--- config.mk ---
export PLATFORM = sky130hd
export DESIGN_NAME = rtlpm_cmp
export DESIGN_NICKNAME = d
export VERILOG_FILES = /design/src/design/rtlpm_pkg.sv /design/src/design/rtlpm_cmp.sv
export SDC_FILE = /design/constraint.sdc
export NUM_CORES = 1
export LEC_CHECK = 0
export CAP_MARGIN = 20
export CORE_MARGIN = 4
export CORE_UTILIZATION = 55
export CTS_CLUSTER_DIAMETER = 150
export CTS_CLUSTER_SIZE = 8
export DETAILED_ROUTE_END_ITERATION = 8
export DONT_BUFFER_PORTS = 1
export PLACE_DENSITY = 0.81
export SYNTH_ARGS = -nofsm -noshare
export SYNTH_HDL_FRONTEND = slang
export SYNTH_SLANG_ARGS = --single-unit
--- constraint.sdc ---
create_clock -name clk -period 5.5 [get_ports clk]
set_input_delay 0.275 -clock clk [delete_from_list [all_inputs] [get_ports clk]]
set_output_delay 0.275 -clock clk [all_outputs]
set_load 0.05 [all_outputs]
--- src/design/rtlpm_pkg.sv ---
// types, constants and helper functions for the ipv4 longest-prefix-match route table
// no dependencies; used by every module of the block
`timescale 1ns / 1ps

package rtlpm_pkg;

  localparam int ADDR_W   = 32;
  localparam int LEN_W    = 6;
  localparam int PORT_W   = 8;
  localparam int METRIC_W = 5;
  localparam int KIND_W   = 2;
  localparam int STATUS_W = 2;

  localparam logic [LEN_W-1:0] MAX_LEN = 6'd32;

  // command codes
  localparam logic [KIND_W-1:0] KIND_INSERT = 2'd0;
  localparam logic [KIND_W-1:0] KIND_DELETE = 2'd1;
  localparam logic [KIND_W-1:0] KIND_QUERY  = 2'd2;

  // result status codes
  localparam logic [STATUS_W-1:0] STATUS_OK   = 2'd0;
  localparam logic [STATUS_W-1:0] STATUS_MISS = 2'd1;
  localparam logic [STATUS_W-1:0] STATUS_FULL = 2'd2;

  typedef struct packed {
    logic [KIND_W-1:0]   kind;
    logic [ADDR_W-1:0]   address;
    logic [LEN_W-1:0]    prefix_len;
    logic [PORT_W-1:0]   out_port;
    logic [ADDR_W-1:0]   next_hop;
    logic [METRIC_W-1:0] route_metric;
  } rtlpm_in_t;

  typedef struct packed {
    logic [STATUS_W-1:0] status;
    logic [ADDR_W-1:0]   found_hop;
    logic [PORT_W-1:0]   found_port;
    logic [METRIC_W-1:0] found_metric;
  } rtlpm_out_t;

  // one stored route
  typedef struct packed {
    logic [ADDR_W-1:0]   prefix;
    logic [LEN_W-1:0]    len;
    logic [PORT_W-1:0]   port;
    logic [ADDR_W-1:0]   hop;
    logic [METRIC_W-1:0] metric;
  } rtlpm_entry_t;

  // search key held for the whole scan
  typedef struct packed {
    logic [KIND_W-1:0] kind;
    logic [ADDR_W-1:0] addr;
    logic [ADDR_W-1:0] prefix;
    logic [LEN_W-1:0]  len;
  } rtlpm_key_t;

  // scan outcome from the compare unit
  typedef struct packed {
    logic                hit_found;
    logic                free_found;
    logic                best_found;
    logic [ADDR_W-1:0]   best_hop;
    logic [PORT_W-1:0]   best_port;
    logic [METRIC_W-1:0] best_metric;
  } rtlpm_scan_t;

  typedef enum logic [1:0] {
    S_IDLE,
    S_SCAN,
    S_LAST,
    S_FINISH
  } rtlpm_state_t;

  function automatic logic [LEN_W-1:0] sat_len(input logic [LEN_W-1:0] len);
    sat_len = (len > MAX_LEN) ? MAX_LEN : len;
  endfunction

  function automatic logic [ADDR_W-1:0] len_mask(input logic [LEN_W-1:0] len);
    logic [LEN_W-1:0] sh;
    sh = MAX_LEN - len;
    if (len == '0) begin
      len_mask = '0;
    end else if (len >= MAX_LEN) begin
      len_mask = '1;
    end else begin
      len_mask = {ADDR_W{1'b1}} << sh[4:0];
    end
  endfunction

endpackage

--- src/design/rtlpm_cmp.sv ---
// shared compare unit: while en is high, checks one table entry per cycle against the key and
// keeps the exact-match slot, first free slot and best prefix seen so far; uses rtlpm_pkg
`timescale 1ns / 1ps

module rtlpm_cmp #(
  parameter int IDX_W = 6
) (
  input  logic                    clk,
  input  logic                    rst_n,
  input  logic                    clr,
  input  logic                    en,
  input  rtlpm_pkg::rtlpm_key_t   key,
  input  logic                    ent_valid,
  input  rtlpm_pkg::rtlpm_entry_t ent,
  input  logic [IDX_W-1:0]        ent_idx,
  output rtlpm_pkg::rtlpm_scan_t  scan,
  output logic [IDX_W-1:0]        slot
);
  import rtlpm_pkg::*;

  logic                hit_found_r;
  logic                free_found_r;
  logic                best_found_r;
  logic [IDX_W-1:0]    hit_idx_r;
  logic [IDX_W-1:0]    free_idx_r;
  logic [LEN_W-1:0]    best_len_r;
  logic [ADDR_W-1:0]   best_hop_r;
  logic [PORT_W-1:0]   best_port_r;
  logic [METRIC_W-1:0] best_metric_r;

  logic exact;
  logic qmatch;
  logic better;

  always_comb begin
    exact  = ent_valid && (ent.prefix == key.prefix) && (ent.len == key.len);
    qmatch = ent_valid && ((key.addr & len_mask(ent.len)) == ent.prefix);
    better = qmatch && (!best_found_r || (ent.len > best_len_r));
  end

  always_ff @(posedge clk) begin
    if (!rst_n) begin
      hit_found_r  <= 1'b0;
      free_found_r <= 1'b0;
      best_found_r <= 1'b0;
    end else if (clr) begin
      hit_found_r  <= 1'b0;
      free_found_r <= 1'b0;
      best_found_r <= 1'b0;
    end else if (en) begin
      if (exact) begin
        hit_found_r <= 1'b1;
      end
      if (!ent_valid) begin
        free_found_r <= 1'b1;
      end
      if (better) begin
        best_found_r <= 1'b1;
      end
    end
  end

  // slot indexes and best payload only matter once their flag is set
  always_ff @(posedge clk) begin
    if (en) begin
      if (exact && !hit_found_r) begin
        hit_idx_r <= ent_idx;
      end
      if (!ent_valid && !free_found_r) begin
        free_idx_r <= ent_idx;
      end
      if (better) begin
        best_len_r    <= ent.len;
        best_hop_r    <= ent.hop;
        best_port_r   <= ent.port;
        best_metric_r <= ent.metric;
      end
    end
  end

  always_comb begin
    scan.hit_found   = hit_found_r;
    scan.free_found  = free_found_r;
    scan.best_found  = best_found_r;
    scan.best_hop    = best_hop_r;
    scan.best_port   = best_port_r;
    scan.best_metric = best_metric_r;
    slot             = hit_found_r ? hit_idx_r : free_idx_r;
  end

endmodule

After elaboration in Yosys (flattened, before gate mapping). Cells that the tools add are included. W data, S select, Z words.

$lt $le $gt $ge: 2. Reduce and logical (&&, ||, !) cells: 18. Shifts and indexed selects: 1. Add/sub/neg operators: 1. Equal/unequal tests: 3. Bitwise logic cells: 3. Multiplexer cells: 3.

Operators by type and width (number): $eq A32 B32 Y1 (2); $mux W32 (2); $and A32 B32 Y32 (1); $shl A32 B5 Y32 const A (1); $reduce_and A2 Y1 (5); $eq A6 B6 Y1 (1); $ge A6 B6 Y1 const B (1); $gt A6 B6 Y1 (1); $logic_and A1 B1 Y1 (6); $logic_not A6 Y1 (1); $mux W6 (1); $sub A1 B5 Y5 const A (1); $logic_not A1 Y1 (4); $not A1 Y1 (2); $reduce_or A2 Y1 (1); $logic_or A1 B1 Y1 (1).

Bits in registers: 66. Input bits: 166. Output and inout port bits: 54. Logic and storage cells: 40.

Depth between registers and ports, before layout. Gate-level depths: netlist of the first run.

Depth after elaboration: 9. Mapped depth: 13. Gate-level depth less buffers: 12.

Worst setup path after synthesis of the first run. No wires, ideal clock.

Path type: in2reg. Start point: input port ent[46] (netlist bit). End point: register best_hop_r[0], enable pin. Stages: 11. Slack: -0.162 ns. Path buffers: 2. Library setup time: 0.491 ns. Data required time: 5.009 ns. Data arrival time: 5.171 ns. Path through: inv_1 > ha_1 > or3b_1 > buf_2 > mux2_4 > buf_6 > o311ai_4 > o311ai_1 > a2111oi_2 > nand4_1 > nor4_2.

Word-level cells in the longest chain between the ends: 9. Elaborated cells on any way between the ends: 13. Classes of those cells: add/sub: 1; order compare: 2; eq/ne: 1; shift: 1; mux: 2; bitwise: 1; reduce/logical: 5.

Ends and longest elaborated chain: start, declared (line rtlpm_cmp.sv:14) `input rtlpm_pkg::rtlpm_entry_t ent,`; $sub A1 B5 Y5 (line rtlpm_pkg.sv:82) `sh = MAX_LEN - len;`; $shl A32 B5 Y32 (line rtlpm_pkg.sv:88) `len_mask = {ADDR_W{1'b1}} << sh[4:0];`; $mux W32 (line rtlpm_pkg.sv:85) `end else if (len >= MAX_LEN) begin`; $mux W32 (line rtlpm_pkg.sv:83) `if (len == '0) begin`; $and A32 B32 Y32 (line rtlpm_cmp.sv:37) `qmatch = ent_valid && ((key.addr & len_mask(ent.len)) == ent.prefix);`; $eq A32 B32 Y1 (line rtlpm_cmp.sv:37); $logic_and A1 B1 Y1 (line rtlpm_cmp.sv:37); $logic_and A1 B1 Y1 (*) (line rtlpm_cmp.sv:38) `better = qmatch && (!best_found_r || (ent.len > best_len_r));`; $reduce_and A2 Y1 (no line) (*); end signal, assigned (line rtlpm_cmp.sv:74) `best_hop_r <= ent.hop;`; end, declared (line rtlpm_cmp.sv:27) `logic [ADDR_W-1:0] best_hop_r;`.

Mark *: on every way between the ends. The rest lies on a longest branch, timed or not. A chain may end at the register's enable or synchronous reset.

Worst setup path after layout of the first run.
Start point: input port ent[46] (netlist bit). End point: register best_hop_r[24], enable pin.

The elaborated chain is that of the path after synthesis.

==> results.toml, run 1 <==
[run_status]
outcome = "finished, final reports clean"

[worst_setup_path]
cp_data_required_time_ns = 5.46
cp-end-kind = "register"
crit_chain = "inv_1, ha_1, or3b_1, mux2_4, a21oi_1, o21ai_0, a2111oi_2, nand4_1, nor4_4, buf_4"
crit_fanout = 52
slowest_stage = "buf_4"
cp_num_buf_inv = 2
start_kind = "input pin"
critical_path_cell_count = 10
max_stage_delay_ns = 0.55
crit_type = "input pin to register"
crit_family = "simple AND/OR/NAND/NOR gates"
critPathArrivalTime_ns = 3.41
reg2regPathDepth = 10

[min_path]
min_path_type = "input pin to register"
hold_depth = 0

[floorplanning]
floorplan.initialDensity_pct = 57.52
rows = 30
die_x_um = 92.76
io_pins = 220
dieArea_um2 = 8604
die_height_um = 92.76
core_um2 = 6869

[logic_synthesis]
synth_xor_area_share_pct = 9.531
syn_inst = 358
synth_area_um2 = 3951
synth-edff-count = 63
synth.net_count = 535
synth-main-ff-cell = "edfxtp_1"
synthTopCellsByArea = "edfxtp_1 (48%), xnor2_1 (8.4%), ha_1 (3.5%), nand4_1 (2.2%), nor2b_1 (2.2%)"
synthTopCellsByCount = "edfxtp_1 (63), xnor2_1 (38), inv_1 (23)"
yosys_warnings = 0
yosysMostFrequentCell = "edfxtp_1"
ys_seq_elements = 66
async_reset_ff_share_pct = 0
synth_fa_ha_area_share_pct = 3.483
synth_largest_area_cell = "edfxtp_1"
ys_types = 63
synth-compound-area-share_pct = 14.63
ys_seq_area_share_pct = 49.40
yosys.area_share.simple_pct = 15.86
synthMuxAreaShare_pct = 3.135
synth_top_family_by_area = "simple AND/OR/NAND/NOR gates"
synthDominantCellAreaShare_pct = 47.88
syn_avg_cell_area_um2 = 11.04

[detailed_routing]
wl_per_cell_um = 24.95
drt_pass1_iterations = 5
drt_iter0_drc = 241
vias_per_cell = 6.512
routed_wl_um = 11450
ant_nets = 0
num_vias = 2989
drc = 0

[clock_network]
htree_levels = 3
cts_hold_buf = 0
cts_tree = "yes"
root_buffer = "clkbuf_8"
worst_skew_pair.late_latency_ns = 0.33
cts_sinks = 66
post_cts_buffers = 0
cts.clk_slew.worst_paths_ns = 0.08
cts_resized = 0
cts_buffers = 9
clockBufferDepth = 2

[layout]
final_area_um2 = 4268
final_util_pct = 62.13
drive_gt1_share_pct = 9.642
num_antenna_cells = 0
final_nets = 535
fin_cells = 459
areaGrowthSynthToFinish_pct = 8.011

[run]
max_cap_violations = 0

[sta]
drv_slew = 0
worst_pin_slew_ns = 0.7860
skew_ns = 0.01509
slew_headroom_pct = 47.53
final_hold_viol_count = 0
min_period_ns = 3.449
finalCritPeriodShare_pct = 62.71
setup_viol = 0
fmax_ghz = 0.2899
finalSetupTns_ns = 0
rsz0062_at_grt = "false"

[grt]
grt_pass1_wl_um = 16660
grt_start_max_net_pins = 53
grt_overflow = 0
grt_pass1_vias = 3030
grt_use_total_pct = 25.54
antenna_found_initial = 0

[power]
switchingPower_w = 0.0002562
powerDensity_nw_per_um2 = 275.7
p_int_w = 0.0009204
sw_frac_of_total_pct = 21.78
p_comb_share_pct = 12.1
p_leak_nw = 1.444
power_frac_clock_pct = 40.8
max-vdd-ir-drop_uv = 153.2
seq_power_share_pct = 47.1

[placement]
place_inst = 443
io_buffers = 0
dp_hpwl_um = 9375
globalplace.congestion = 1.006
place_area_um2 = 4025
[layout make-up]
class,instances,area (µm²)
Fill cell,574,2601
Clock buffer,10,127.6
Clock inverter,6,115.1
Inverter,23,86.33
Tap cell,96,120.1
Multi-Input combinational cell,256,1852
Timing Repair Buffer,2,15.01
Sequential cell,66,1952
[metal layers]
metal	wire length (µm)	vias up	global-route usage [%]	part of all wire, %
li1	-	1353	-	-
met1	4141	1392	30.39	36
met2	5730	227	44.15	50
met3	1371	17	8.773	12
met4	208	0	6.471	1.8
met5	0	-	0	0
[worst register-to-register path: cells and delay by family, from the launching register on]
family                   cells  cell delay [ns]
AO/OA/AOI/OAI                1             0.30
AND/OR/NAND/NOR              6             1.05
flip-flops                   1             0.36
adder cells (fa/ha/maj)      1             0.25
buffers and inverters        2             0.62
[layout by cell type (no fill, tap or decap), types with 3 or more instances in the layout]
cell type | synthesis | routed
o21ai_0 | 10 | 10
xnor2_1 | 38 | 38
o211ai_1 | 6 | 6
mux2_2 | 7 | 7
a21o_1 | 4 | 4
inv_1 | 23 | 23
and3_1 | 3 | 3
nand2_1 | 22 | 22
nor2b_1 | 14 | 14
or2_2 | 3 | 3
clkbuf_8 | 0 | 9
nand2b_1 | 13 | 13
edfxtp_1 | 63 | 63
nand3_1 | 8 | 8
o21a_1 | 4 | 4
nor3_1 | 4 | 4
xor2_1 | 5 | 5
a222oi_1 | 3 | 3
mux2i_1 | 3 | 3
a21oi_1 | 10 | 10
dfxtp_1 | 3 | 3
nor2_1 | 17 | 17
nand4_1 | 14 | 14
a31oi_1 | 6 | 6
ha_1 | 11 | 11
bufinv_16 | 0 | 3
nor4_1 | 6 | 6
[state kept, by name, summed over array words and instances, names as in the netlist]
signal	flops
best_hop_r	32
best_port_r	8
best_len_r	6
free_idx_r	6
hit_idx_r	6
best_metric_r	5
best_found_r	1
free_found_r	1
hit_found_r	1
[worst paths after layout]
path / slack, ns / startpoint / endpoint
worst max register to register: 2.55 / best_len_r[3] / best_hop_r[24]
worst min-delay path: 0.03 / ent[40] / best_port_r[3]
worst min register to register: 0.80 / free_found_r / free_found_r
worst max-delay path: 2.05 / ent[46] / best_hop_r[24]
[stage by stage]
step                hold slack (ns)  power (W)  setup slack (ns)
floorplan                    0.3739  0.0006797             1.009
global placement             0.3739  0.0007028             1.822
detailed placement           0.3739  0.0007045             1.798
CTS                         0.02351   0.001183             2.137
global route                0.01037   0.001224             1.921
finish                      0.03293   0.001177             2.051
[cells by family after synthesis]
| group | Yosys count |
|---|---|
| AO/OA/AOI/OAI | 76 |
| flip-flops | 66 |
| buffers and inverters | 36 |
| adder cells (fa/ha/maj) | 11 |
| AND/OR/NAND/NOR | 115 |
| multiplexers | 11 |
| XOR/XNOR | 43 |
[power by group through the flow]
stage | sequential (W) | clock, W | combinational [W]
after floorplan | 0.000564 | 0 | 0.000116
after global placement | 0.000565 | 0 | 0.000138
after detailed placement | 0.000565 | 0 | 0.000140
after CTS | 0.000554 | 0.000488 | 0.000141
after global routing | 0.000554 | 0.000515 | 0.000155
final | 0.000554 | 0.000480 | 0.000143
(Power assumes the default switching activity.)
==> inputs of run 2 (changes only) <==
Clock period 5.5 ns to 3 ns, I/O delays scaled along.
==> run 2 against run 1 <==
  * First-iteration DRC count is 30% higher
  * Total power is 83% higher
  * Clock power grew 60%
  * Critical path depth stayed put
  * Sequential share of layout area is 6.7 points lower
  * Flip-flop and latch count stayed put
==> results.toml, run 2 (synthesized netlist as in run 1, its figures left out) <==
[worst_setup_path]
start_kind = "register"
crit_type = "register to register"
cp-end-kind = "register"
crit_fanout = 52
cp_data_required_time_ns = 3.02
critPathArrivalTime_ns = 2.83

[placement]
place_inst = 461
io_buffers = 0
globalplace.congestion = 0.9738
dp_hpwl_um = 10200

[floorplanning]
rows = 30
io_pins = 220
die_x_um = 92.76
dieArea_um2 = 8604
core_um2 = 6869
die_height_um = 92.76
floorplan.initialDensity_pct = 57.52

[grt]
grt_pass1_vias = 3532
grt_use_total_pct = 31.68
grt_start_max_net_pins = 53
antenna_found_initial = 0
grt_overflow = 0
grt_pass1_wl_um = 20230

[sta]
slew_headroom_pct = 47.64
finalCritPeriodShare_pct = 93.76
setup_viol = 0
skew_ns = 0.005516
whs_ns = 0.05268
fmax_ghz = 0.3555
final_hold_viol_count = 0
min_period_ns = 2.813
rsz0062_at_grt = "false"
drv_slew = 0
worst_pin_slew_ns = 0.7843

[power]
p_leak_nw = 1.764
seq_power_share_pct = 47.2
sw_frac_of_total_pct = 25.83
p_comb_share_pct = 17.1
power_frac_clock_pct = 35.7
finalPower_w = 0.002148
max-vdd-ir-drop_uv = 281.6
switchingPower_w = 0.0005550
p_int_w = 0.001593
powerDensity_nw_per_um2 = 429.3

[layout]
final_common_cell = "edfxtp_1"
drive_gt1_share_pct = 13.47
num_antenna_cells = 0
final_cell_mix = "edfxtp_1 (63), dlygate4sd3_1 (57), xnor2_1 (38)"
areaGrowthSynthToFinish_pct = 26.66
fin_cells = 534
regMostFlops = "best_hop_r"
largest_register_ffs = 32
final_nets = 610
reg_top3 = "best_hop_r (32), best_port_r (8)"

[detailed_routing]
top_layer = "met4"
num_vias = 3450
dr_wl_met3_um = 1611
drt_pass1_iterations = 5
wl_met2_um = 7119
vias_per_cell = 6.461
drt_iter0_drc = 313
wl_met1_um = 4903
wl_per_cell_um = 26.29
routed_wl_um = 14040
ant_nets = 0
drc = 0

[clock_network]
cts_tree = "yes"
cts_sinks = 66
htree_levels = 3
cts.clk_slew.worst_paths_ns = 0.08
clockBufferDepth = 2
cts_buffers = 9
root_buffer = "clkbuf_8"
worst_skew_pair.late_latency_ns = 0.34

[min_path]
min_path_type = "input pin to register"

[run]
max_cap_violations = 0

[run_status]
outcome = "finished, final reports clean"
run 2: cell types whose count changed in the layout (fill, tap and decap cells not counted), moves of 2 or more:
| cell | change |
|---|---|
| buf_12 | +2 |
| inv_6 | +3 |
| bufinv_16 | -2 |
| buf_4 | +16 |
| inv_1 | -2 |
| dlygate4sd3_1 | +57 |
run 2: stage by stage:
step / setup slack [ns] / TNS, ns / cell area [µm²] / utilization (%)
final: 0.1872 / 0 / 5005 / 72.86
after global routing: 0.03519 / 0 / 5005 / 72.86
after CTS: 0.1826 / 0 / 5005 / 72.86
after detailed placement: -0.05745 / -2.815 / 4234 / 61.64
after global placement: -0.005142 / -0.1574 / 4234 / 61.64
after floorplan: -1.169 / -60.68 / 4018 / -
run 2: layout make-up:
class / instances / area, µm²
inverters: 23 / 107.6
well taps: 96 / 120.1
multi-input cells: 256 / 1879
clock inverters: 7 / 76.32
clock buffers: 9 / 123.9
fillers: 465 / 1864
repair buffers: 77 / 745.7
flip-flops and latches: 66 / 1952
run 2: what timing repair did:
action | in CTS | in global routing
setup endpoints to repair | 0 | 0
endpoints found under the hold margin | 63 | 0
gates resized for setup | 0 | 0
buffers inserted | 0 | 0
hold buffers | 57 | 0
run 2: final timing paths:
check | endpoint | cells after the start | slack (ns) | from
worst max register to register | best_hop_r[12] | 10 | 0.19 | best_len_r[5]
worst min register to register | best_found_r | 1 | 0.55 | best_found_r
worst max-delay path | best_hop_r[12] | 10 | 0.19 | best_len_r[5]
worst min-delay path | free_found_r | 2 | 0.05 | ent_valid
run 2: worst max-delay path, stage by stage (launching register included):
cell and delay (ns):
edfxtp_1 0.37, inv_1 0.07, ha_1 0.25, nand4_1 0.12, nor2_1 0.08, a2111oi_0 0.38
nand4_1 0.16, nor3_1 0.21, nand4b_1 0.17, nor4_4 0.36, buf_12 0.31
run 2: power by group through the flow:
stage	Clock (W)	Combinational [W]	Sequential (W)
3_3_place_gp	0	0.000288	0.00104
6_report	0.000767	0.000367	0.00101
3_5_place_dp	0	0.000290	0.00104
2_1_floorplan	0	0.000219	0.00103
4_1_cts	0.000752	0.000356	0.00101
5_1_grt	0.000812	0.000391	0.00101
run 2: metal layers:
layer	vias up	GRT usage, %
met5	-	0
met1	1604	36.72
met4	0	10.87
met3	40	9.992
li1	1500	-
met2	306	55.13
