### src/design/rtlpm_pkg.sv
// types, constants and helper functions for the ipv4 longest-prefix-match route table
// no dependencies; used by every module of the block
`timescale 1ns / 1ps

package rtlpm_pkg;

  localparam int ADDR_W   = 32;
  localparam int LEN_W    = 6;
  localparam int PORT_W   = 8;
  localparam int METRIC_W = 5;
  localparam int KIND_W   = 2;
  localparam int STATUS_W = 2;

  localparam logic [LEN_W-1:0] MAX_LEN = 6'd32;

  // command codes
  localparam logic [KIND_W-1:0] KIND_INSERT = 2'd0;
  localparam logic [KIND_W-1:0] KIND_DELETE = 2'd1;
  localparam logic [KIND_W-1:0] KIND_QUERY  = 2'd2;

  // result status codes
  localparam logic [STATUS_W-1:0] STATUS_OK   = 2'd0;
  localparam logic [STATUS_W-1:0] STATUS_MISS = 2'd1;
  localparam logic [STATUS_W-1:0] STATUS_FULL = 2'd2;

  typedef struct packed {
    logic [KIND_W-1:0]   kind;
    logic [ADDR_W-1:0]   address;
    logic [LEN_W-1:0]    prefix_len;
    logic [PORT_W-1:0]   out_port;
    logic [ADDR_W-1:0]   next_hop;
    logic [METRIC_W-1:0] route_metric;
  } rtlpm_in_t;

  typedef struct packed {
    logic [STATUS_W-1:0] status;
    logic [ADDR_W-1:0]   found_hop;
    logic [PORT_W-1:0]   found_port;
    logic [METRIC_W-1:0] found_metric;
  } rtlpm_out_t;

  // one stored route
  typedef struct packed {
    logic [ADDR_W-1:0]   prefix;
    logic [LEN_W-1:0]    len;
    logic [PORT_W-1:0]   port;
    logic [ADDR_W-1:0]   hop;
    logic [METRIC_W-1:0] metric;
  } rtlpm_entry_t;

  // search key held for the whole scan
  typedef struct packed {
    logic [KIND_W-1:0] kind;
    logic [ADDR_W-1:0] addr;
    logic [ADDR_W-1:0] prefix;
    logic [LEN_W-1:0]  len;
  } rtlpm_key_t;

  // scan outcome from the compare unit
  typedef struct packed {
    logic                hit_found;
    logic                free_found;
    logic                best_found;
    logic [ADDR_W-1:0]   best_hop;
    logic [PORT_W-1:0]   best_port;
    logic [METRIC_W-1:0] best_metric;
  } rtlpm_scan_t;

  typedef enum logic [1:0] {
    S_IDLE,
    S_SCAN,
    S_LAST,
    S_FINISH
  } rtlpm_state_t;

  function automatic logic [LEN_W-1:0] sat_len(input logic [LEN_W-1:0] len);
    sat_len = (len > MAX_LEN) ? MAX_LEN : len;
  endfunction

  function automatic logic [ADDR_W-1:0] len_mask(input logic [LEN_W-1:0] len);
    logic [LEN_W-1:0] sh;
    sh = MAX_LEN - len;
    if (len == '0) begin
      len_mask = '0;
    end else if (len >= MAX_LEN) begin
      len_mask = '1;
    end else begin
      len_mask = {ADDR_W{1'b1}} << sh[4:0];
    end
  endfunction

endpackage

### src/design/rtlpm_seq.sv
// sequencer: accepts a command, sweeps the table one entry per cycle, then
// commits the update and registers the result; holds the valid bits; uses rtlpm_pkg
`timescale 1ns / 1ps

module rtlpm_seq #(
  parameter int DEPTH = 64,
  parameter int IDX_W = 6
) (
  input  logic                    clk,
  input  logic                    rst_n,
  input  logic                    start,
  output logic                    busy,
  input  rtlpm_pkg::rtlpm_in_t    in_item,
  output logic                    out_valid,
  output rtlpm_pkg::rtlpm_out_t   out_result,
  output logic [IDX_W-1:0]        rd_addr,
  output logic                    wr_en,
  output logic [IDX_W-1:0]        wr_addr,
  output rtlpm_pkg::rtlpm_entry_t wr_data,
  output logic                    cmp_clr,
  output logic                    cmp_en,
  output rtlpm_pkg::rtlpm_key_t   key,
  output logic                    ent_valid,
  output logic [IDX_W-1:0]        ent_idx,
  input  rtlpm_pkg::rtlpm_scan_t  scan,
  input  logic [IDX_W-1:0]        slot
);
  import rtlpm_pkg::*;

  localparam logic [IDX_W-1:0] LAST_IDX = IDX_W'(DEPTH - 1);

  rtlpm_state_t state_r, state_nxt;

  logic [IDX_W-1:0]    idx_r;
  logic [IDX_W-1:0]    idx_d_r;
  logic                cmp_en_r;
  logic                ent_valid_r;
  logic [DEPTH-1:0]    valid_r;
  rtlpm_key_t          key_r;
  logic [PORT_W-1:0]   port_r;
  logic [ADDR_W-1:0]   hop_r;
  logic [METRIC_W-1:0] metric_r;
  logic                out_valid_r;
  rtlpm_out_t          out_r;

  logic       accept;
  logic       valid_set;
  logic       valid_clr;
  logic       finish;
  rtlpm_out_t result;
  logic [LEN_W-1:0] in_len;

  assign accept = start && (state_r == S_IDLE);
  assign in_len = sat_len(in_item.prefix_len);

  // next state
  always_comb begin
    state_nxt = state_r;
    case (state_r)
      S_IDLE:   if (accept) state_nxt = S_SCAN;
      S_SCAN:   if (idx_r == LAST_IDX) state_nxt = S_LAST;
      S_LAST:   state_nxt = S_FINISH;
      S_FINISH: state_nxt = S_IDLE;
      default:  state_nxt = S_IDLE;
    endcase
  end

  // outputs
  always_comb begin
    busy      = (state_r != S_IDLE);
    finish    = (state_r == S_FINISH);
    cmp_clr   = accept;
    rd_addr   = idx_r;
    wr_addr   = slot;
    wr_data.prefix = key_r.prefix;
    wr_data.len    = key_r.len;
    wr_data.port   = port_r;
    wr_data.hop    = hop_r;
    wr_data.metric = metric_r;
    wr_en     = 1'b0;
    valid_set = 1'b0;
    valid_clr = 1'b0;
    result    = '0;
    result.status = STATUS_OK;
    case (key_r.kind)
      KIND_INSERT: begin
        if (scan.hit_found || scan.free_found) begin
          wr_en     = finish;
          valid_set = finish;
        end else begin
          result.status = STATUS_FULL;
        end
      end
      KIND_DELETE: begin
        if (scan.hit_found) begin
          valid_clr = finish;
        end else begin
          result.status = STATUS_MISS;
        end
      end
      KIND_QUERY: begin
        if (scan.best_found) begin
          result.found_hop    = scan.best_hop;
          result.found_port   = scan.best_port;
          result.found_metric = scan.best_metric;
        end else begin
          result.status = STATUS_MISS;
        end
      end
      default: begin
        result.status = STATUS_OK;
      end
    endcase
  end

  always_ff @(posedge clk) begin
    if (!rst_n) begin
      state_r     <= S_IDLE;
      idx_r       <= '0;
      cmp_en_r    <= 1'b0;
      out_valid_r <= 1'b0;
      valid_r     <= '0;
    end else begin
      state_r     <= state_nxt;
      cmp_en_r    <= (state_r == S_SCAN);
      out_valid_r <= finish;
      if (accept || (state_r != S_SCAN)) begin
        idx_r <= '0;
      end else begin
        idx_r <= idx_r + 1'b1;
      end
      if (valid_set) begin
        valid_r[slot] <= 1'b1;
      end else if (valid_clr) begin
        valid_r[slot] <= 1'b0;
      end
    end
  end

  // read-side alignment with the registered memory port, plus item payload
  always_ff @(posedge clk) begin
    idx_d_r     <= idx_r;
    ent_valid_r <= valid_r[idx_r];
    if (accept) begin
      key_r.kind   <= in_item.kind;
      key_r.addr   <= in_item.address;
      key_r.len    <= in_len;
      key_r.prefix <= in_item.address & len_mask(in_len);
      port_r       <= in_item.out_port;
      hop_r        <= in_item.next_hop;
      metric_r     <= in_item.route_metric;
    end
    if (finish) begin
      out_r <= result;
    end
  end

  assign cmp_en     = cmp_en_r;
  assign key        = key_r;
  assign ent_valid  = ent_valid_r;
  assign ent_idx    = idx_d_r;
  assign out_valid  = out_valid_r;
  assign out_result = out_r;

endmodule

### config.mk
export PLATFORM = sky130hd
export DESIGN_NAME = rtlpm_seq
export DESIGN_NICKNAME = d
export VERILOG_FILES = /design/src/design/rtlpm_pkg.sv /design/src/design/rtlpm_seq.sv
export SDC_FILE = /design/constraint.sdc
export NUM_CORES = 1
export LEC_CHECK = 0
export BUFFER_PORTS_ARGS = -buffer_cell sky130_fd_sc_hd__buf_2
export CELL_PAD_IN_SITES_DETAIL_PLACEMENT = 1
export CELL_PAD_IN_SITES_GLOBAL_PLACEMENT = 1
export CORE_AREA = 4 4 168 170
export CTS_CLUSTER_DIAMETER = 100
export DETAILED_ROUTE_END_ITERATION = 10
export DIE_AREA = 0 0 172 174
export PLACE_DENSITY = 0.83
export REMOVE_ABC_BUFFERS = 1
export SYNTH_ARGS = -nofsm -noshare
export SYNTH_HDL_FRONTEND = slang
export SYNTH_SLANG_ARGS = --single-unit
### constraint.sdc
create_clock -name clk -period 9 [get_ports clk]
set_input_delay 2.25 -clock clk [delete_from_list [all_inputs] [get_ports clk]]
set_output_delay 2.25 -clock clk [all_outputs]
set_load 0.02 [all_outputs]
After elaboration in Yosys (flattened, before gate mapping)

Index checks and enable logic that the tools add are counted.

Add/subtract/negate cells: 2
Multiply operators: 0
Div/mod/pow operators: 0
$lt $le $gt $ge: 5
Equal/unequal tests: 9
Shifts and indexed selects: 1
Mux-type cells: 21
Bitwise logic cells: 5
Reductions and logical operators: 12

Operators by type and width:

| kind                                                                                | count |
|---|---|
| 64-bit 2-to-1 mux                                                                   | 2 |
| 32-bit 2-to-1 mux                                                                   | 3 |
| 64-bit AND                                                                          | 1 |
| 64-bit inverter                                                                     | 1 |
| 64-bit OR                                                                           | 1 |
| 32-bit AND                                                                          | 1 |
| 32-bit by 5-bit << shifter with 32-bit output, first input constant                 | 1 |
| 6-bit by 7-bit less-than comparator with 1-bit output, second input constant        | 2 |
| 1-bit 2-to-1 mux                                                                    | 8 |
| 2-bit case mux with 4 select lines                                                  | 1 |
| 6-bit by 1-bit adder with 6-bit output, second input constant                       | 1 |
| 1-bit binary-select mux with 6-bit select                                           | 1 |
| 1-bit demux with 6-bit select                                                       | 1 |
| 2-bit == test, second input constant                                                | 3 |
| 6-bit == test, second input constant                                                | 1 |
| 6-bit by 1-bit greater-or-equal comparator with 1-bit output, second input constant | 1 |
| 6-bit greater-or-equal comparator, second input constant                            | 1 |
| 6-bit greater-than comparator, second input constant                                | 1 |
| 6-bit zero test                                                                     | 1 |
| 2-bit 2-to-1 mux                                                                    | 3 |
| 6-bit 2-to-1 mux                                                                    | 1 |
| 2-bit case mux with 3 select lines                                                  | 1 |
| 1-bit by 5-bit subtractor with 5-bit output, first input constant                   | 1 |
| 2-bit by 1-bit == test with 1-bit output, second input constant                     | 2 |
| 9 further kinds                                                                     | 15 |

Flip-flop bits (word level): 245
Latch bits: 0
Memory bits (writable): 0
Bits in read-only memories: 0
Word-level logic and storage cells: 73
Memories kept: 0

Depth between registers and ports, before layout

Depth in word-level cells: 8
Depth in mapped cells: 10
Depth with buffers taken out: 9

Least setup slack after synthesis

No wires, ideal clock.

Path type: input to output
Start: input port start
End: output port cmp_clr
Data arrival time: 5055 ps
Setup slack: 1695 ps
Stages on the path: 1
Path buffers: 0
Cell sequence: and2_1

Word-level cells in the longest chain between the ends: 1

Ends and longest elaborated chain:

| what              | line            | source |
|---|---|---|
| from (decl)       | rtlpm_seq.sv:11 | `input logic start,` |
| 1-bit logical AND | rtlpm_seq.sv:53 | `assign accept = start && (state_r == S_IDLE);` |
| to (decl)         | rtlpm_seq.sv:20 | `output logic cmp_clr,` |

Every way passes these cells.

Worst setup path after layout

Start: register state_r[1]
End: output port wr_en

Word-level cells in the longest chain between the ends: 3

Ends and longest elaborated chain:

| what                   | line             | source |
|---|---|---|
| from (decl)            | rtlpm_seq.sv:32  | `rtlpm_state_t state_r, state_nxt;` |
| from (signal assigned) | rtlpm_seq.sv:124 | `state_r <= state_nxt;` |
| 2-bit == test          | rtlpm_seq.sv:71  | `finish = (state_r == S_FINISH);` |
| via finish             | rtlpm_seq.sv:49  | `logic finish;` |
| 1-bit 2-to-1 mux       | rtlpm_seq.sv:87  | `if (scan.hit_found \|\| scan.free_found) begin` |
| 1-bit 2-to-1 mux       | rtlpm_seq.sv:85  | `case (key_r.kind)` |
| to (decl)              | rtlpm_seq.sv:17  | `output logic wr_en,` |

The timed path passes the listed nets, and every way through them passes these cells.

==> summary.md <==
Among all flip-flop cells after synthesis, the most frequent one is sky130_fd_sc_hd__edfxtp_1. Yosys printed 0 warnings. Counting every sink on the clock net gives 245.

Count of endpoints failing hold in the final timing report: 0. Slack of the worst reg-to-reg path: 5.39 ns. Row generation in the floorplan step produced 60 rows. For the clock skew, the log shows 0.0143 ns. For this run, design rule violations remaining after detail routing come to 0.

Power spread over the standard cell area amounts to 272 mW/mm². Combinational logic is responsible for 23.4% of the overall power. The worst-case IR drop observed on VDD is 108 µV. The clock power share was 34.1%; the clock transition time at the flip-flop clock pins of the worst setup and hold paths was 0.06 ns. Summing all non-filler instances in the final layout gives an area of 0.0131 mm². In this run the critical register-to-register path is launched from state_r[1]. Counting cells, the worst reg-to-reg path comes to 6.

The run finished with clean final reports. The floorplan step set the die height to 174 µm. Gates resized during post-CTS repair numbered 0. Switching portion of total power: 32.1%.

The clock latency reported for the late side of the worst-skew pair is 0.53 ns. The root buffer cell chosen for the clock tree is sky130_fd_sc_hd__clkbuf_16. The pin count of the biggest net entering global routing is 70.

Counting flops with a built-in enable in the synthesized netlist gives 164. Global routing used 22.1% of the available tracks. For the max-slew violation total from the final report, the log shows 0. In this run the standard cell core region covers 0.0267 mm². The static leakage is 5.20 nW.

The largest fanout of any net on the critical path is 65. Synthesis produced 865 cells. The final setup violation count is 0. Once the floorplan was initialized, standard cells occupied 38.7% of the core.

The number of antenna violations at the first check in global routing came out at 5. Hold-fix buffer count after cts: 0. In this run the worst setup path terminates at wr_en. For the number of maximum-capacitance constraint violations, the log shows 0. Dividing the synthesized area by the synthesized cell count gives 12.0 µm². In this design, the largest share of critical-path delay is due to adder cells.

In this run the tightest slew margin relative to its limit is 20.3%. Counting the fill cells in the layout gives 2932. Class of the tightest hold or removal check: flip-flop to flip-flop. After global routing the overflow that remains totals 0.

The mean routed wirelength per cell was 22.9 µm. The netlist uses 51 different library cells. The half-perimeter wire length after placement was 25600 µm. Cell internal power was estimated by the tool at 2.41 mW. In this run the cell area of the synthesized design comes to 0.0103 mm². The worst path in the final design needs a cycle of 6.22 ns, including I/O delays and setup. The via count normalized by instance count came out at 5.19. The die width is 172 µm, and the share of power burned in registers is 42.5%.

Routability-driven placement finished with a final weighted congestion of 0.856. The worst hold path passes through 2 cells. In the synthesized netlist the async set-or-reset flop fraction comes to 0%.

The signal arrival time at the worst endpoint is 3.97 ns, and the net switching power figure is 1.14 mW. The tools report the layout net count as 1324. Setup repair after global routing left no endpoint under its margin. At the pin with the least slew margin, the transition time is 1.20 ns.

The standard cell with the maximum stage delay on the critical path is sky130_fd_sc_hd__ha_2. For the worst setup path, the data required time is 6.75 ns. Path length in cells of the critical path: 6.

For this run, the detailed router's first-pass iteration total came to 5. Walking the worst path, the cells encountered are ha_2, nor2b_1, o21ai_1, nor2_4, buf_4, buf_2. The count of buffers added on input and output ports is 367.

The aggregate negative setup slack was 0 ns. After layout, the worst path uses 69.1% of the clock period. No sink is reached through more buffers than the 3 on the longest clock path.

The TritonCTS buffer count was 28; the share of synthesized area occupied by flip-flops and latches was 63.3%. The count of nets left with antenna violations once routing finished came out at 0. For the area of the die, the log shows 0.0299 mm². The first-pass GRT wire length is 50900 µm, and the number of global-route vias before repair is 8334. Total power for the finished layout comes to 3.55 mW. Pin placement for this block handled 368 I/O pins. The final layout contains routed wiring with a total length of 35200 µm. Together, buffers and inverters on the worst path number 2. TritonCTS built the clock tree.

The number of H-tree levels came out at 1. The tools report the type of element launching the critical path as a flip-flop. From synthesis to final layout, the design area changed by 26.5%. The largest single stage delay on the critical path is 1.00 ns. The logs give 161 MHz for the maximum frequency from static timing analysis and 7977 for the total vias in the final route.

The critical path starts at state_r[1]. The worst setup path is of the flip-flop to primary output kind. After detailed placement, the total cell area comes to 0.0121 mm².

The post-CTS setup buffer count was 0. The first-iteration detailed-routing DRC count came out at 569. The synthesized design contains 245 register bits. The layout cell share with drive strength beyond 1 is 37.7%. The worst setup path is captured at a primary output.
routing by layer:
layer / GRT usage (%) / vias to the layer above / wire [µm]
li1: - / 3622 / -
met1: 24.4 / 3949 / 12700
met2: 40.8 / 318 / 18300
met3: 5.66 / 84 / 2770
met4: 7.70 / 4 / 1390
met5: 0 / - / 28
cell type report:
type / count / area, µm² / area share, %
clock buffers: 35 / 748 / 5.72
flip-flops and latches: 245 / 6550 / 50.1
inverters: 15 / 56.3 / 0.431
repair buffers: 373 / 1880 / 14.4
multi-input cells: 508 / 3170 / 24.2
clock inverters: 17 / 241 / 1.85
diodes: 3 / 7.51 / 0.0574
well taps: 341 / 427 / 3.26
power groups by stage:
stage,Clock (mW),Combinational (mW),Sequential (mW)
finish,1.21,0.831,1.51
global route,1.30,0.875,1.52
CTS,1.24,0.840,1.51
detailed placement,0,0.835,1.53
global placement,0,0.816,1.52
floorplan,0,0.167,1.81
metrics by stage:
step                utilization, %  worst slack, ns  hold slack, ns  std cells
floorplan                        -             1.70           0.449        768
global placement              45.2             3.08           0.459       1482
detailed placement            45.2             3.09           0.474       1482
CTS                           48.9             2.73           0.483       1534
global route                  48.9             2.47           0.502       1536
finish                        48.9             2.78           0.479       1537
tightest hold or removal path: stages, from the launching register on:
cell and delay, ns:
sky130_fd_sc_hd__dfxtp_1 0.30, sky130_fd_sc_hd__o21ai_0 0.07, sky130_fd_sc_hd__a21boi_1 0.06
synthesized netlist by cell type, types with 2 or more instances:
cell type | count | area share [%]
sky130_fd_sc_hd__mux4_2 | 10 | 2.2
sky130_fd_sc_hd__nand2b_1 | 4 | 0.24
sky130_fd_sc_hd__nor4_1 | 2 | 0.12
sky130_fd_sc_hd__ha_1 | 11 | 1.3
sky130_fd_sc_hd__xor2_1 | 3 | 0.25
sky130_fd_sc_hd__buf_2 | 19 | 0.92
sky130_fd_sc_hd__edfxtp_1 | 164 | 48
sky130_fd_sc_hd__nand2_1 | 93 | 3.4
sky130_fd_sc_hd__a21boi_1 | 15 | 1.1
sky130_fd_sc_hd__nor3b_1 | 2 | 0.15
sky130_fd_sc_hd__nor3_1 | 3 | 0.15
sky130_fd_sc_hd__o21ai_0 | 71 | 3.4
sky130_fd_sc_hd__a21oi_1 | 11 | 0.53
sky130_fd_sc_hd__o22ai_1 | 6 | 0.36
sky130_fd_sc_hd__a211oi_1 | 6 | 0.44
sky130_fd_sc_hd__clkbuf_1 | 27 | 0.98
sky130_fd_sc_hd__a21boi_0 | 50 | 3.6
sky130_fd_sc_hd__o2111ai_2 | 8 | 1.2
sky130_fd_sc_hd__and3_1 | 5 | 0.30
sky130_fd_sc_hd__mux2_2 | 9 | 0.98
sky130_fd_sc_hd__buf_4 | 48 | 3.5
sky130_fd_sc_hd__or3b_2 | 2 | 0.17
sky130_fd_sc_hd__nor2b_1 | 13 | 0.79
sky130_fd_sc_hd__nand3b_1 | 5 | 0.36
sky130_fd_sc_hd__mux2i_1 | 4 | 0.39
sky130_fd_sc_hd__or3_1 | 3 | 0.18
sky130_fd_sc_hd__inv_1 | 15 | 0.54
sky130_fd_sc_hd__dfxtp_1 | 81 | 16
sky130_fd_sc_hd__o21a_1 | 4 | 0.29
sky130_fd_sc_hd__nand3_1 | 6 | 0.29
sky130_fd_sc_hd__and2_1 | 52 | 3.1
sky130_fd_sc_hd__nor2_1 | 86 | 3.1
sky130_fd_sc_hd__maj3_1 | 4 | 0.39
sky130_fd_sc_hd__nor4b_1 | 2 | 0.17
sky130_fd_sc_hd__o211a_1 | 4 | 0.39
sky130_fd_sc_hd__buf_6 | 2 | 0.22
worst min path at each step:
stage                         start   endpoint  slack (ns)
final                     flip-flop  flip-flop        0.48
after detailed placement  flip-flop  flip-flop        0.47
after global routing      flip-flop  flip-flop        0.50
after global placement    flip-flop  flip-flop        0.46
after floorplan           flip-flop  flip-flop        0.45
after CTS                 flip-flop  flip-flop        0.48
cell usage in the layout, fill, tap and decap left out, types with 3 or more instances in the layout:
master / n
sky130_fd_sc_hd__a211oi_1: 6
sky130_fd_sc_hd__a21boi_0: 50
sky130_fd_sc_hd__a21boi_1: 15
sky130_fd_sc_hd__a21oi_1: 11
sky130_fd_sc_hd__and2_1: 51
sky130_fd_sc_hd__and3_1: 5
sky130_fd_sc_hd__buf_2: 367
sky130_fd_sc_hd__buf_4: 6
sky130_fd_sc_hd__bufinv_16: 6
sky130_fd_sc_hd__clkbuf_1: 6
sky130_fd_sc_hd__clkbuf_16: 29
sky130_fd_sc_hd__clkinv_1: 4
sky130_fd_sc_hd__clkinv_2: 3
sky130_fd_sc_hd__clkinvlp_4: 3
sky130_fd_sc_hd__dfxtp_1: 81
sky130_fd_sc_hd__diode_2: 3
sky130_fd_sc_hd__edfxtp_1: 164
sky130_fd_sc_hd__ha_1: 10
sky130_fd_sc_hd__inv_1: 15
sky130_fd_sc_hd__maj3_1: 4
sky130_fd_sc_hd__mux2_2: 9
sky130_fd_sc_hd__mux2i_1: 4
sky130_fd_sc_hd__mux4_2: 10
sky130_fd_sc_hd__nand2_1: 93
sky130_fd_sc_hd__nand2b_1: 4
sky130_fd_sc_hd__nand3_1: 6
sky130_fd_sc_hd__nand3b_1: 5
sky130_fd_sc_hd__nor2_1: 84
sky130_fd_sc_hd__nor2b_1: 13
sky130_fd_sc_hd__nor3_1: 3
sky130_fd_sc_hd__o2111ai_2: 8
sky130_fd_sc_hd__o211a_1: 4
sky130_fd_sc_hd__o21a_1: 4
sky130_fd_sc_hd__o21ai_0: 71
sky130_fd_sc_hd__o22ai_1: 6
sky130_fd_sc_hd__or3_1: 3
sky130_fd_sc_hd__xor2_1: 3
kinds of logic (layout without fill, tap and decap cells):
family                   after synthesis  in the layout  share of synthesized area [%]
buffers and inverters                112            440                           6.18
multiplexers                          23             23                           3.55
XOR/XNOR                               4              4                          0.339
adder cells (fa/ha/maj)               15             15                           1.72
AND/OR/NAND/NOR                      282            282                           12.9
AO/OA/AOI/OAI                        184            184                           12.0
flip-flops                           245            245                           63.3
other                                  0              3                              0
Note: power is estimated with default switching activity, not from simulation.
